[config.mk]
export PLATFORM = sky130hd
export DESIGN_NAME = single_failure_node_finder_unit
export DESIGN_NICKNAME = d
export VERILOG_FILES = /design/src/sv/sfnf_pkg.sv /design/src/sv/single_failure_node_finder_unit.sv /design/src/sv/sfnf_datapath.sv /design/src/sv/sfnf_controller.sv
export SDC_FILE = /design/constraint.sdc
export NUM_CORES = 2
export LEC_CHECK = 0
export ABC_CLOCK_PERIOD_IN_PS = 5300
export BUFFER_PORTS_ARGS = -buffer_cell sky130_fd_sc_hd__buf_2
export CAP_MARGIN = 25
export CORE_ASPECT_RATIO = 1.5
export CORE_MARGIN = 2
export CORE_UTILIZATION = 55
export CTS_BUF_LIST = sky130_fd_sc_hd__clkbuf_8 sky130_fd_sc_hd__clkbuf_16
export CTS_CLUSTER_DIAMETER = 50
export DETAILED_ROUTE_END_ITERATION = 10
export GPL_ROUTABILITY_DRIVEN = 0
export MAX_ROUTING_LAYER = met4
export PLACE_DENSITY = 0.71
export SLEW_MARGIN = 40
export SYNTH_ARGS = -nofsm -noshare
export SYNTH_HDL_FRONTEND = slang
export SYNTH_SLANG_ARGS = --single-unit
[constraint.sdc]
create_clock -name clock -period 5.3 [get_ports clock]
set_clock_uncertainty 0.15 [all_clocks]
set_input_delay 0.53 -clock clock [delete_from_list [all_inputs] [get_ports clock]]
set_output_delay 0.53 -clock clock [all_outputs]
set_load 0.01 [all_outputs]
[src/sv/sfnf_pkg.sv]
// Shared types and constants of the single failure node finder.
package sfnf_pkg;

   localparam int MAX_NODES_DEFAULT = 32;
   localparam int MAX_RESULTS       = 32;
   localparam int RESULT_COUNT_W    = $clog2(MAX_RESULTS + 1);

   localparam int NODE_COUNT_W = 6;
   localparam int EDGE_W       = 6;
   localparam int NODE_INDEX_W = 5;

   localparam int CSR_ADDR_W = 3;
   localparam int CSR_DATA_W = 32;

   localparam logic [NODE_COUNT_W-1:0] NODE_COUNT_RESET = 6'd1;
   localparam logic [CSR_ADDR_W-3:0]   REG_NODE_COUNT   = 1'b0;

   localparam logic CMD_ADD_EDGE = 1'b0;
   localparam logic CMD_RUN      = 1'b1;

   typedef struct packed {
      logic              cmd;
      logic [EDGE_W-1:0] edge_start;
      logic [EDGE_W-1:0] edge_end;
   } req_payload_type;

   typedef struct packed {
      logic                    found;
      logic [NODE_INDEX_W-1:0] node_index;
      logic                    last;
   } rsp_payload_type;

   typedef enum logic [1:0] {
      RD_EDGE_START,
      RD_EDGE_END,
      RD_WALK
   } rd_src_type;

   typedef enum logic {
      WR_EDGE_START,
      WR_EDGE_END
   } wr_src_type;

   typedef enum logic [1:0] {
      EMIT_HOLD_MID,
      EMIT_HOLD_LAST,
      EMIT_NONE_FOUND
   } emit_kind_type;

   typedef struct packed {
      logic          load_req;
      logic          rd_en;
      rd_src_type    rd_src;
      logic          wr_en;
      wr_src_type    wr_src;
      logic          run_start;
      logic          walk_init;
      logic          walk_pop;
      logic          walk_expand;
      logic          hold_load;
      logic          cand_next;
      logic          emit_en;
      emit_kind_type emit_kind;
   } ctrl_cmd_type;

   typedef struct packed {
      logic edge_ok;
      logic f_done;
      logic start_ok;
      logic pending_empty;
      logic connected;
      logic hold_valid;
      logic k_last;
      logic out_free;
   } dp_status_type;

endpackage

[src/sv/single_failure_node_finder_unit.sv]
// Edge add: take the transfer, then read-modify-write the matrix rows of both endpoints.
// Run: take the transfer, then walk from a start node without each candidate node, which is
// critical if the walk misses a node. Output stalls can hold the run; a last result closes it.
// One item is in work at a time; a finished result waits in the output register.
// Reset (synchronous): no edges (row valid bits cleared at once, no clearing pass),
// node_count back to 1, controller idle, no result pending.
module single_failure_node_finder_unit #(
   parameter int MAX_NODES = sfnf_pkg::MAX_NODES_DEFAULT
) (
   input  logic                             clock,
   input  logic                             reset,
   input  logic                             req_valid,
   output logic                             req_ready,
   input  sfnf_pkg::req_payload_type        req_payload,
   output logic                             rsp_valid,
   input  logic                             rsp_ready,
   output sfnf_pkg::rsp_payload_type        rsp_payload,
   input  logic                             csr_psel,
   input  logic                             csr_penable,
   input  logic                             csr_pwrite,
   input  logic [sfnf_pkg::CSR_ADDR_W-1:0]  csr_paddr,
   input  logic [sfnf_pkg::CSR_DATA_W-1:0]  csr_pwdata,
   output logic [sfnf_pkg::CSR_DATA_W-1:0]  csr_prdata,
   output logic                             csr_pready
);
   import sfnf_pkg::*;

   ctrl_cmd_type  ctrl_cmd;
   dp_status_type dp_status;

   sfnf_controller u_controller (
      .clock     (clock),
      .reset     (reset),
      .req_valid (req_valid),
      .req_cmd   (req_payload.cmd),
      .req_ready (req_ready),
      .status    (dp_status),
      .cmd       (ctrl_cmd)
   );

   sfnf_datapath #(
      .MAX_NODES (MAX_NODES)
   ) u_datapath (
      .clock       (clock),
      .reset       (reset),
      .req_payload (req_payload),
      .cmd         (ctrl_cmd),
      .status      (dp_status),
      .rsp_valid   (rsp_valid),
      .rsp_ready   (rsp_ready),
      .rsp_payload (rsp_payload),
      .csr_psel    (csr_psel),
      .csr_penable (csr_penable),
      .csr_pwrite  (csr_pwrite),
      .csr_paddr   (csr_paddr),
      .csr_pwdata  (csr_pwdata),
      .csr_prdata  (csr_prdata),
      .csr_pready  (csr_pready)
   );

endmodule

[src/sv/sfnf_datapath.sv]
// Datapath: adjacency memory, walk sets and counters, result register, CSR.
module sfnf_datapath #(
   parameter int MAX_NODES = sfnf_pkg::MAX_NODES_DEFAULT
) (
   input  logic                                  clock,
   input  logic                                  reset,
   input  sfnf_pkg::req_payload_type             req_payload,
   input  sfnf_pkg::ctrl_cmd_type                cmd,
   output sfnf_pkg::dp_status_type               status,
   output logic                                  rsp_valid,
   input  logic                                  rsp_ready,
   output sfnf_pkg::rsp_payload_type             rsp_payload,
   input  logic                                  csr_psel,
   input  logic                                  csr_penable,
   input  logic                                  csr_pwrite,
   input  logic [sfnf_pkg::CSR_ADDR_W-1:0]       csr_paddr,
   input  logic [sfnf_pkg::CSR_DATA_W-1:0]       csr_pwdata,
   output logic [sfnf_pkg::CSR_DATA_W-1:0]       csr_prdata,
   output logic                                  csr_pready
);
   import sfnf_pkg::*;

   localparam int IW = $clog2(MAX_NODES);
   localparam int CW = $clog2(MAX_NODES + 1);
   localparam int KW = RESULT_COUNT_W;

   // configuration
   logic [NODE_COUNT_W-1:0] node_count_ff, node_count_in;
   logic                    csr_wr;
   logic                    reg_sel;
   logic [CW-1:0]           n_use;
   logic [MAX_NODES-1:0]    use_mask;

   // edge endpoints
   logic [IW-1:0] edge_s_ff, edge_s_in;
   logic [IW-1:0] edge_e_ff, edge_e_in;

   // adjacency memory
   logic [MAX_NODES-1:0] adj_mem_ff [MAX_NODES];
   logic [MAX_NODES-1:0] row_valid_ff, row_valid_in;
   logic [MAX_NODES-1:0] rd_row_ff;
   logic                 rd_valid_ff;
   logic [MAX_NODES-1:0] row_eff;
   logic [IW-1:0]        rd_addr;
   logic [IW-1:0]        wr_addr;
   logic [IW-1:0]        wr_other;
   logic [MAX_NODES-1:0] wr_data;

   // walk
   logic [CW-1:0]        f_ff, f_in;
   logic [KW-1:0]        k_ff, k_in;
   logic                 hold_valid_ff, hold_valid_in;
   logic [CW-1:0]        hold_idx_ff, hold_idx_in;
   logic [MAX_NODES-1:0] visited_ff, visited_in;
   logic [MAX_NODES-1:0] pending_ff, pending_in;
   logic [CW-1:0]        count_ff, count_in;
   logic [CW-1:0]        start_cnt;
   logic [IW-1:0]        start_idx;
   logic [IW-1:0]        fail_idx;
   logic [IW-1:0]        pop_idx;
   logic [MAX_NODES-1:0] new_bits;

   // result register
   logic            rsp_valid_ff, rsp_valid_in;
   rsp_payload_type rsp_payload_ff, rsp_payload_in;

   // ---------------- configuration port ----------------
   assign csr_pready = 1'b1;
   assign csr_wr     = csr_psel & csr_penable & csr_pwrite;
   assign reg_sel    = (csr_paddr[CSR_ADDR_W-1:2] == REG_NODE_COUNT);

   always_comb begin
      node_count_in = node_count_ff;
      if (csr_wr && reg_sel) begin
         node_count_in = csr_pwdata[NODE_COUNT_W-1:0];
      end
      csr_prdata = reg_sel ? CSR_DATA_W'(node_count_ff) : '0;
   end

   // saturate the count to the matrix size
   always_comb begin
      if (int'(node_count_ff) > MAX_NODES) begin
         n_use = CW'(MAX_NODES);
      end else begin
         n_use = CW'(node_count_ff);
      end
      for (int i = 0; i < MAX_NODES; i++) begin
         use_mask[i] = (i < int'(n_use));
      end
   end

   // ---------------- edge load ----------------
   always_comb begin
      edge_s_in = edge_s_ff;
      edge_e_in = edge_e_ff;
      if (cmd.load_req) begin
         edge_s_in = IW'(req_payload.edge_start);
         edge_e_in = IW'(req_payload.edge_end);
      end
   end

   // ---------------- adjacency memory ----------------
   always_comb begin
      case (cmd.rd_src)
         RD_EDGE_START: rd_addr = edge_s_ff;
         RD_EDGE_END:   rd_addr = edge_e_ff;
         RD_WALK:       rd_addr = pop_idx;
         default:       rd_addr = pop_idx;
      endcase
      if (cmd.wr_src == WR_EDGE_END) begin
         wr_addr  = edge_e_ff;
         wr_other = edge_s_ff;
      end else begin
         wr_addr  = edge_s_ff;
         wr_other = edge_e_ff;
      end
      // a row never written reads as empty
      row_eff      = rd_valid_ff ? rd_row_ff : '0;
      wr_data      = row_eff | (MAX_NODES'(1) << wr_other);
      row_valid_in = row_valid_ff;
      if (cmd.wr_en) begin
         row_valid_in = row_valid_ff | (MAX_NODES'(1) << wr_addr);
      end
   end

   always_ff @(posedge clock) begin
      if (cmd.wr_en) begin
         adj_mem_ff[wr_addr] <= wr_data;
      end
      if (cmd.rd_en) begin
         rd_row_ff   <= adj_mem_ff[rd_addr];
         rd_valid_ff <= row_valid_ff[rd_addr];
      end
   end

   // ---------------- walk ----------------
   always_comb begin
      start_cnt = (f_ff == '0) ? CW'(1) : '0;
      start_idx = start_cnt[IW-1:0];
      fail_idx  = f_ff[IW-1:0];
      // lowest pending node
      pop_idx = '0;
      for (int i = MAX_NODES - 1; i >= 0; i--) begin
         if (pending_ff[i]) begin
            pop_idx = IW'(i);
         end
      end
      new_bits = row_eff & use_mask & ~visited_ff & ~(MAX_NODES'(1) << fail_idx);
   end

   always_comb begin
      f_in          = f_ff;
      k_in          = k_ff;
      hold_valid_in = hold_valid_ff;
      hold_idx_in   = hold_idx_ff;
      visited_in    = visited_ff;
      pending_in    = pending_ff;
      count_in      = count_ff;
      if (cmd.run_start) begin
         f_in          = '0;
         k_in          = '0;
         hold_valid_in = 1'b0;
      end
      if (cmd.cand_next) begin
         f_in = f_ff + CW'(1);
      end
      if (cmd.hold_load) begin
         k_in          = k_ff + KW'(1);
         hold_valid_in = 1'b1;
         hold_idx_in   = f_ff;
      end
      if (cmd.walk_init) begin
         visited_in = MAX_NODES'(1) << start_idx;
         pending_in = MAX_NODES'(1) << start_idx;
         count_in   = '0;
      end
      if (cmd.walk_pop) begin
         pending_in = pending_ff & ~(MAX_NODES'(1) << pop_idx);
         count_in   = count_ff + CW'(1);
      end
      if (cmd.walk_expand) begin
         visited_in = visited_ff | new_bits;
         pending_in = pending_ff | new_bits;
      end
   end

   // ---------------- result register ----------------
   always_comb begin
      rsp_payload_in = rsp_payload_ff;
      rsp_valid_in   = rsp_valid_ff;
      if (rsp_ready) begin
         rsp_valid_in = 1'b0;
      end
      if (cmd.emit_en) begin
         rsp_valid_in = 1'b1;
         case (cmd.emit_kind)
            EMIT_HOLD_MID: begin
               rsp_payload_in.found      = 1'b1;
               rsp_payload_in.node_index = NODE_INDEX_W'(hold_idx_ff);
               rsp_payload_in.last       = 1'b0;
            end
            EMIT_HOLD_LAST: begin
               rsp_payload_in.found      = 1'b1;
               rsp_payload_in.node_index = NODE_INDEX_W'(hold_idx_ff);
               rsp_payload_in.last       = 1'b1;
            end
            default: begin
               rsp_payload_in.found      = 1'b0;
               rsp_payload_in.node_index = '0;
               rsp_payload_in.last       = 1'b1;
            end
         endcase
      end
   end

   assign rsp_valid   = rsp_valid_ff;
   assign rsp_payload = rsp_payload_ff;

   // ---------------- status ----------------
   always_comb begin
      status.edge_ok = (int'(req_payload.edge_start) < int'(n_use)) &&
                       (int'(req_payload.edge_end) < int'(n_use));
      status.f_done        = (f_ff == n_use);
      status.start_ok      = (start_cnt < n_use);
      status.pending_empty = (pending_ff == '0);
      status.connected     = (count_ff == (n_use - CW'(1)));
      status.hold_valid    = hold_valid_ff;
      status.k_last        = (k_ff == KW'(MAX_RESULTS - 1));
      status.out_free      = !rsp_valid_ff || rsp_ready;
   end

   // ---------------- registers ----------------
   always_ff @(posedge clock) begin
      if (reset) begin
         node_count_ff <= NODE_COUNT_RESET;
         row_valid_ff  <= '0;
         f_ff          <= '0;
         k_ff          <= '0;
         hold_valid_ff <= 1'b0;
         visited_ff    <= '0;
         pending_ff    <= '0;
         count_ff      <= '0;
         rsp_valid_ff  <= 1'b0;
      end else begin
         node_count_ff <= node_count_in;
         row_valid_ff  <= row_valid_in;
         f_ff          <= f_in;
         k_ff          <= k_in;
         hold_valid_ff <= hold_valid_in;
         visited_ff    <= visited_in;
         pending_ff    <= pending_in;
         count_ff      <= count_in;
         rsp_valid_ff  <= rsp_valid_in;
      end
   end

   always_ff @(posedge clock) begin
      edge_s_ff      <= edge_s_in;
      edge_e_ff      <= edge_e_in;
      hold_idx_ff    <= hold_idx_in;
      rsp_payload_ff <= rsp_payload_in;
   end

endmodule

[src/sv/sfnf_controller.sv]
// Controller: sequences edge loads and the per-node failure walks.
module sfnf_controller (
   input  logic                   clock,
   input  logic                   reset,
   input  logic                   req_valid,
   input  logic                   req_cmd,
   output logic                   req_ready,
   input  sfnf_pkg::dp_status_type status,
   output sfnf_pkg::ctrl_cmd_type  cmd
);
   import sfnf_pkg::*;

   typedef enum logic [2:0] {
      ST_IDLE,
      ST_ADD_RD,
      ST_ADD_WR_S,
      ST_ADD_WR_E,
      ST_CAND,
      ST_POP,
      ST_EXPAND,
      ST_CRIT
   } state_type;

   state_type state_ff, state_in;
   logic      finish_ff, finish_in;

   always_comb begin
      state_in  = state_ff;
      finish_in = finish_ff;
      cmd       = '0;
      cmd.rd_src    = RD_WALK;
      cmd.wr_src    = WR_EDGE_START;
      cmd.emit_kind = EMIT_NONE_FOUND;
      req_ready = 1'b0;

      case (state_ff)
         ST_IDLE: begin
            req_ready = 1'b1;
            if (req_valid) begin
               cmd.load_req = 1'b1;
               if (req_cmd == CMD_RUN) begin
                  cmd.run_start = 1'b1;
                  state_in      = ST_CAND;
               end else if (status.edge_ok) begin
                  state_in = ST_ADD_RD;
               end
            end
         end
         ST_ADD_RD: begin
            cmd.rd_en  = 1'b1;
            cmd.rd_src = RD_EDGE_START;
            state_in   = ST_ADD_WR_S;
         end
         ST_ADD_WR_S: begin
            cmd.wr_en  = 1'b1;
            cmd.wr_src = WR_EDGE_START;
            cmd.rd_en  = 1'b1;
            cmd.rd_src = RD_EDGE_END;
            state_in   = ST_ADD_WR_E;
         end
         ST_ADD_WR_E: begin
            cmd.wr_en  = 1'b1;
            cmd.wr_src = WR_EDGE_END;
            state_in   = ST_IDLE;
         end
         ST_CAND: begin
            if (finish_ff || status.f_done) begin
               // close the run: flush the held node as final, or report none
               finish_in = 1'b1;
               if (status.out_free) begin
                  cmd.emit_en   = 1'b1;
                  cmd.emit_kind = status.hold_valid ? EMIT_HOLD_LAST : EMIT_NONE_FOUND;
                  finish_in     = 1'b0;
                  state_in      = ST_IDLE;
               end
            end else if (!status.start_ok) begin
               state_in = ST_CRIT;
            end else begin
               cmd.walk_init = 1'b1;
               state_in      = ST_POP;
            end
         end
         ST_POP: begin
            if (status.pending_empty) begin
               if (status.connected) begin
                  cmd.cand_next = 1'b1;
                  state_in      = ST_CAND;
               end else begin
                  state_in = ST_CRIT;
               end
            end else begin
               cmd.walk_pop = 1'b1;
               cmd.rd_en    = 1'b1;
               cmd.rd_src   = RD_WALK;
               state_in     = ST_EXPAND;
            end
         end
         ST_EXPAND: begin
            cmd.walk_expand = 1'b1;
            state_in        = ST_POP;
         end
         ST_CRIT: begin
            // hold the new node back until the previous one is sent
            if (!status.hold_valid || status.out_free) begin
               cmd.emit_en   = status.hold_valid;
               cmd.emit_kind = EMIT_HOLD_MID;
               cmd.hold_load = 1'b1;
               state_in      = ST_CAND;
               if (status.k_last) begin
                  finish_in = 1'b1;
               end else begin
                  cmd.cand_next = 1'b1;
               end
            end
         end
         default: begin
            state_in = ST_IDLE;
         end
      endcase
   end

   always_ff @(posedge clock) begin
      if (reset) begin
         state_ff  <= ST_IDLE;
         finish_ff <= 1'b0;
      end else begin
         state_ff  <= state_in;
         finish_ff <= finish_in;
      end
   end

endmodule

==> reports/results.txt <==
status: finished clean
pin count of the biggest net entering global routing: 124
Setup WS pre-CTS: 1.067 ns
crit path kind: flip-flop to flip-flop
Seq cells post-synth: 1205
final hold violations: 0
register-to-register setup slack: 0.97 ns
area grow syn2layout: 12.56%
Final TNS setup: 0 ns
Sequential Power Share: 46.1%
Total Routed Length: 139700 µm
vias in the first global route: 31680
setup bufs post-CTS: 0
share of layout cells above drive strength 1: 11.10%
cell mode on critical path: a22oi_1
worst min path class: input pin to flip-flop
Setup crit end: u_datapath.rd_row_ff[6]
Sw Pwr: 8.639 mW
grt total ovfl: 0
Slew headroom: 39.86%
Comb power frac: 25.0%
Netlist cell types: 77
FF-to-FF End: u_datapath.rd_row_ff[6]
Die X: 247.0 µm
CP max stage cell: dfxtp_1
Detail Route Antenna Nets: 0
worst r2r src: u_controller.state_ff[1]
depth of the most critical reg-to-reg path: 9
Syn Std Cell Area: 48710 µm²
first-pass GRT wire length: 202000 µm
met3 Track Usage GR: 4.734%
Worst-Skew Late Latency: 0.72 ns
post-synthesis adder-cell area fraction: 0.5394%
RSZ-0062 raised after global routing: no
switch share: 32.73%
initial antenna violation count: 2
final worst setup slack: 0.9665 ns
WL per Instance: 26.07 µm
Startpoint Class: flip-flop
clock power share: 28.9%
Rows: 133
fin. max-slew vios: 0
cells along the critical path: nor2b_1 > a22oi_1 > o22ai_1 > and2_4 > buf_12 > a21oi_1 > a22oi_1 > nand3_1 > nor4_2
DIE AREA: 91020 µm²
EDFF count, synth: 1079
Root Driver: clkbuf_16
DRT iter0 DRCs: 3874
Max H-tree Level: 3
Crit Path Max Fanout: 93
# fillers: 6481
commonest non-fill, non-tap cell in the layout: edfxtp_1
Die Height: 368.5 µm
Global Route Usage Sum: 31.62%
DR DRC count: 0
clk buf depth: 3
CTS tree: done
Compound-Gate Fraction of Synth Area: 4.675%
Critical Path AT: 4.66 ns
Core Box Area: 87700 µm²
maximum VDD drop: 0.4260 mV
Int Pwr: 17.76 mW
Mean Syn Cell Area: 12.10 µm²
Design Area, Final: 54840 µm²
Boundary Pins: 97
XOR/XNOR Fraction of Synth Area: 0.2697%
Final nets: 4198
fin crit period: 4.333 ns
register area share after synthesis: 71.69%
dpl cell area: 51270 µm²
simple-gate portion of the synthesized area: 19.49%
met1 Usage GRT: 36.98%
Primary FF master, synth: edfxtp_1
Sink Count: 1205
vias per inst: 6.219
Fmax achieved: 230.8 MHz
Synth Warn #: 0
endpoints failing setup: 0
Mapped Cells: 4027
worst slew pin tran: 0.8999 ns
leakage dissipation: 18.94 nW
most frequent cells in the layout: edfxtp_1 (1079), nand2_1 (1069), nand3_1 (509), nor2_1 (202), a21oi_1 (141)
Worst setup startpoint: u_controller.state_ff[1]
Async S/R FF share, synth: 0%
period utilisation layout: 81.76%
multiplexer share of the synthesized area: 0.4752%
TritonRoute pass-1 iters: 8
crit-path max cell delay: 0.64 ns
total power: 26.40 mW
number of buffers added on ports: 41
Max-Cap Viols: 0
Worst-path clk slew: 0.06 ns
Num CTS Buffers: 104
pwr dens: 481.4 nW/µm²
met2 Track Usage GR: 51.95%
Required @ worst endpoint: 5.62 ns
busiest grt layer: met2
Initial Utilization: 55.55%
largest family of logic cells by synthesized area: simple AND/OR/NAND/NOR gates
post-DP HPWL: 84110 µm
CP Capture Type: flip-flop
routed vias: 33320
metal layers:
layer  routed length (µm)  vias to the layer above
li1                     -                    14700
met1                47790                    16170
met2                69460                     1939
met3                13180                      518
met4                 9267                        0
met5                    0                        -
state kept, by name (all words and copies together) (netlist names), 3 cells and up:
signal and count:
u_datapath.count_ff 6, u_datapath.rd_row_ff 32, u_datapath.hold_idx_ff 5, u_datapath.pending_ff 32, u_datapath.f_ff 6, u_datapath.rsp_payload 7, u_datapath.k_ff 6, u_datapath.edge_s_ff 5
u_datapath.adj_mem_ff 1024, u_controller.state_ff 3, u_datapath.node_count_ff 6, u_datapath.visited_ff 32, u_datapath.edge_e_ff 5, u_datapath.row_valid_ff 32
final cells by class:
class                      count  area, µm²  share of cell area, %
clock inverter                87      739.5                  1.349
sequential                  1205      34920                  63.69
tap                         1147       1435                  2.617
multi-input combinational   2558      13070                  23.83
clock buffer                 106       2641                  4.817
timing repair buffer         209       1857                  3.386
inverter                      44      165.2                 0.3012
antenna                        2      5.005               0.009127
cells by family (layout without fill, tap and decap cells):
| kind of cell | Yosys count | count (layout) |
|---|---|---|
| flip-flops | 1205 | 1205 |
| AND/OR/NAND/NOR | 2112 | 2112 |
| adder cells (fa/ha/maj) | 21 | 21 |
| other | 2 | 29 |
| buffers and inverters | 289 | 446 |
| multiplexers | 23 | 23 |
| AO/OA/AOI/OAI | 360 | 360 |
| XOR/XNOR | 15 | 15 |
per-stage QoR:
step,std cells,hold slack [ns],utilization [%]
2_1_floorplan,4052,0.2711,-
3_3_place_gp,5138,0.2799,58.19
3_5_place_dp,5147,0.2918,58.47
4_1_cts,5356,0.009198,62.50
5_1_grt,5358,0.05665,62.53
6_report,5358,0.04234,62.53
worst max-delay path, delay by kind of cell, from the launching register on:
| family | cells | cell delay [ns] |
|---|---|---|
| buffers and inverters | 1 | 0.39 |
| AO/OA/AOI/OAI | 4 | 1.08 |
| AND/OR/NAND/NOR | 4 | 1.69 |
| flip-flops | 1 | 0.64 |
power by group through the flow:
stage	combinational [mW]	clock, mW	sequential (mW)
global route	7.08	8.01	12.2
floorplan	4.03	0	12.2
global placement	6.29	0	12.3
detailed placement	6.47	0	12.3
CTS	6.50	7.66	12.1
finish	6.59	7.63	12.2
repair_timing:
item	4_1_cts	5_1_grt
hold buffers	16	0
gates resized for setup	0	0
hold endpoints to repair	16	0
cells in the mapped netlist, types with 8 or more instances:
library cell,n,area share [%]
edfxtp_1,1079,67
nand2_1,1070,8.2
nand3_1,509,5.2
nor2_1,243,1.9
a21oi_1,144,1.5
dfxtp_1,126,5.2
clkbuf_1,119,0.92
nand4_1,104,1.3
buf_2,67,0.69
buf_4,52,0.80
o21ai_0,49,0.50
inv_1,44,0.34
a22oi_1,40,0.62
nor4_2,25,0.64
nor2b_1,24,0.31
nor3_1,24,0.25
mux2i_1,22,0.45
o211ai_1,22,0.34
ha_1,21,0.54
nand2b_1,21,0.27
a31oi_1,19,0.24
nor4_1,19,0.24
and2_1,14,0.18
o21a_1,11,0.17
a22o_1,9,0.16
nor3b_1,9,0.14
o31ai_1,9,0.14
or3_1,9,0.12
xnor2_1,8,0.14
worst min-delay path by stage:
stage	start	end	slack [ns]	cells after the start
final	rsp_ready	u_controller.finish_ff	0.04	4
after global routing	reset	u_datapath.row_valid_ff[3]	0.06	2
after CTS	rsp_ready	u_controller.finish_ff	0.009	4
after detailed placement	u_datapath.visited_ff[7]	u_datapath.visited_ff[7]	0.29	2
after global placement	u_datapath.visited_ff[31]	u_datapath.visited_ff[31]	0.28	2
after floorplan	u_datapath.visited_ff[31]	u_datapath.visited_ff[31]	0.27	2
No activity file was read; power rests on OpenSTA's default activity.
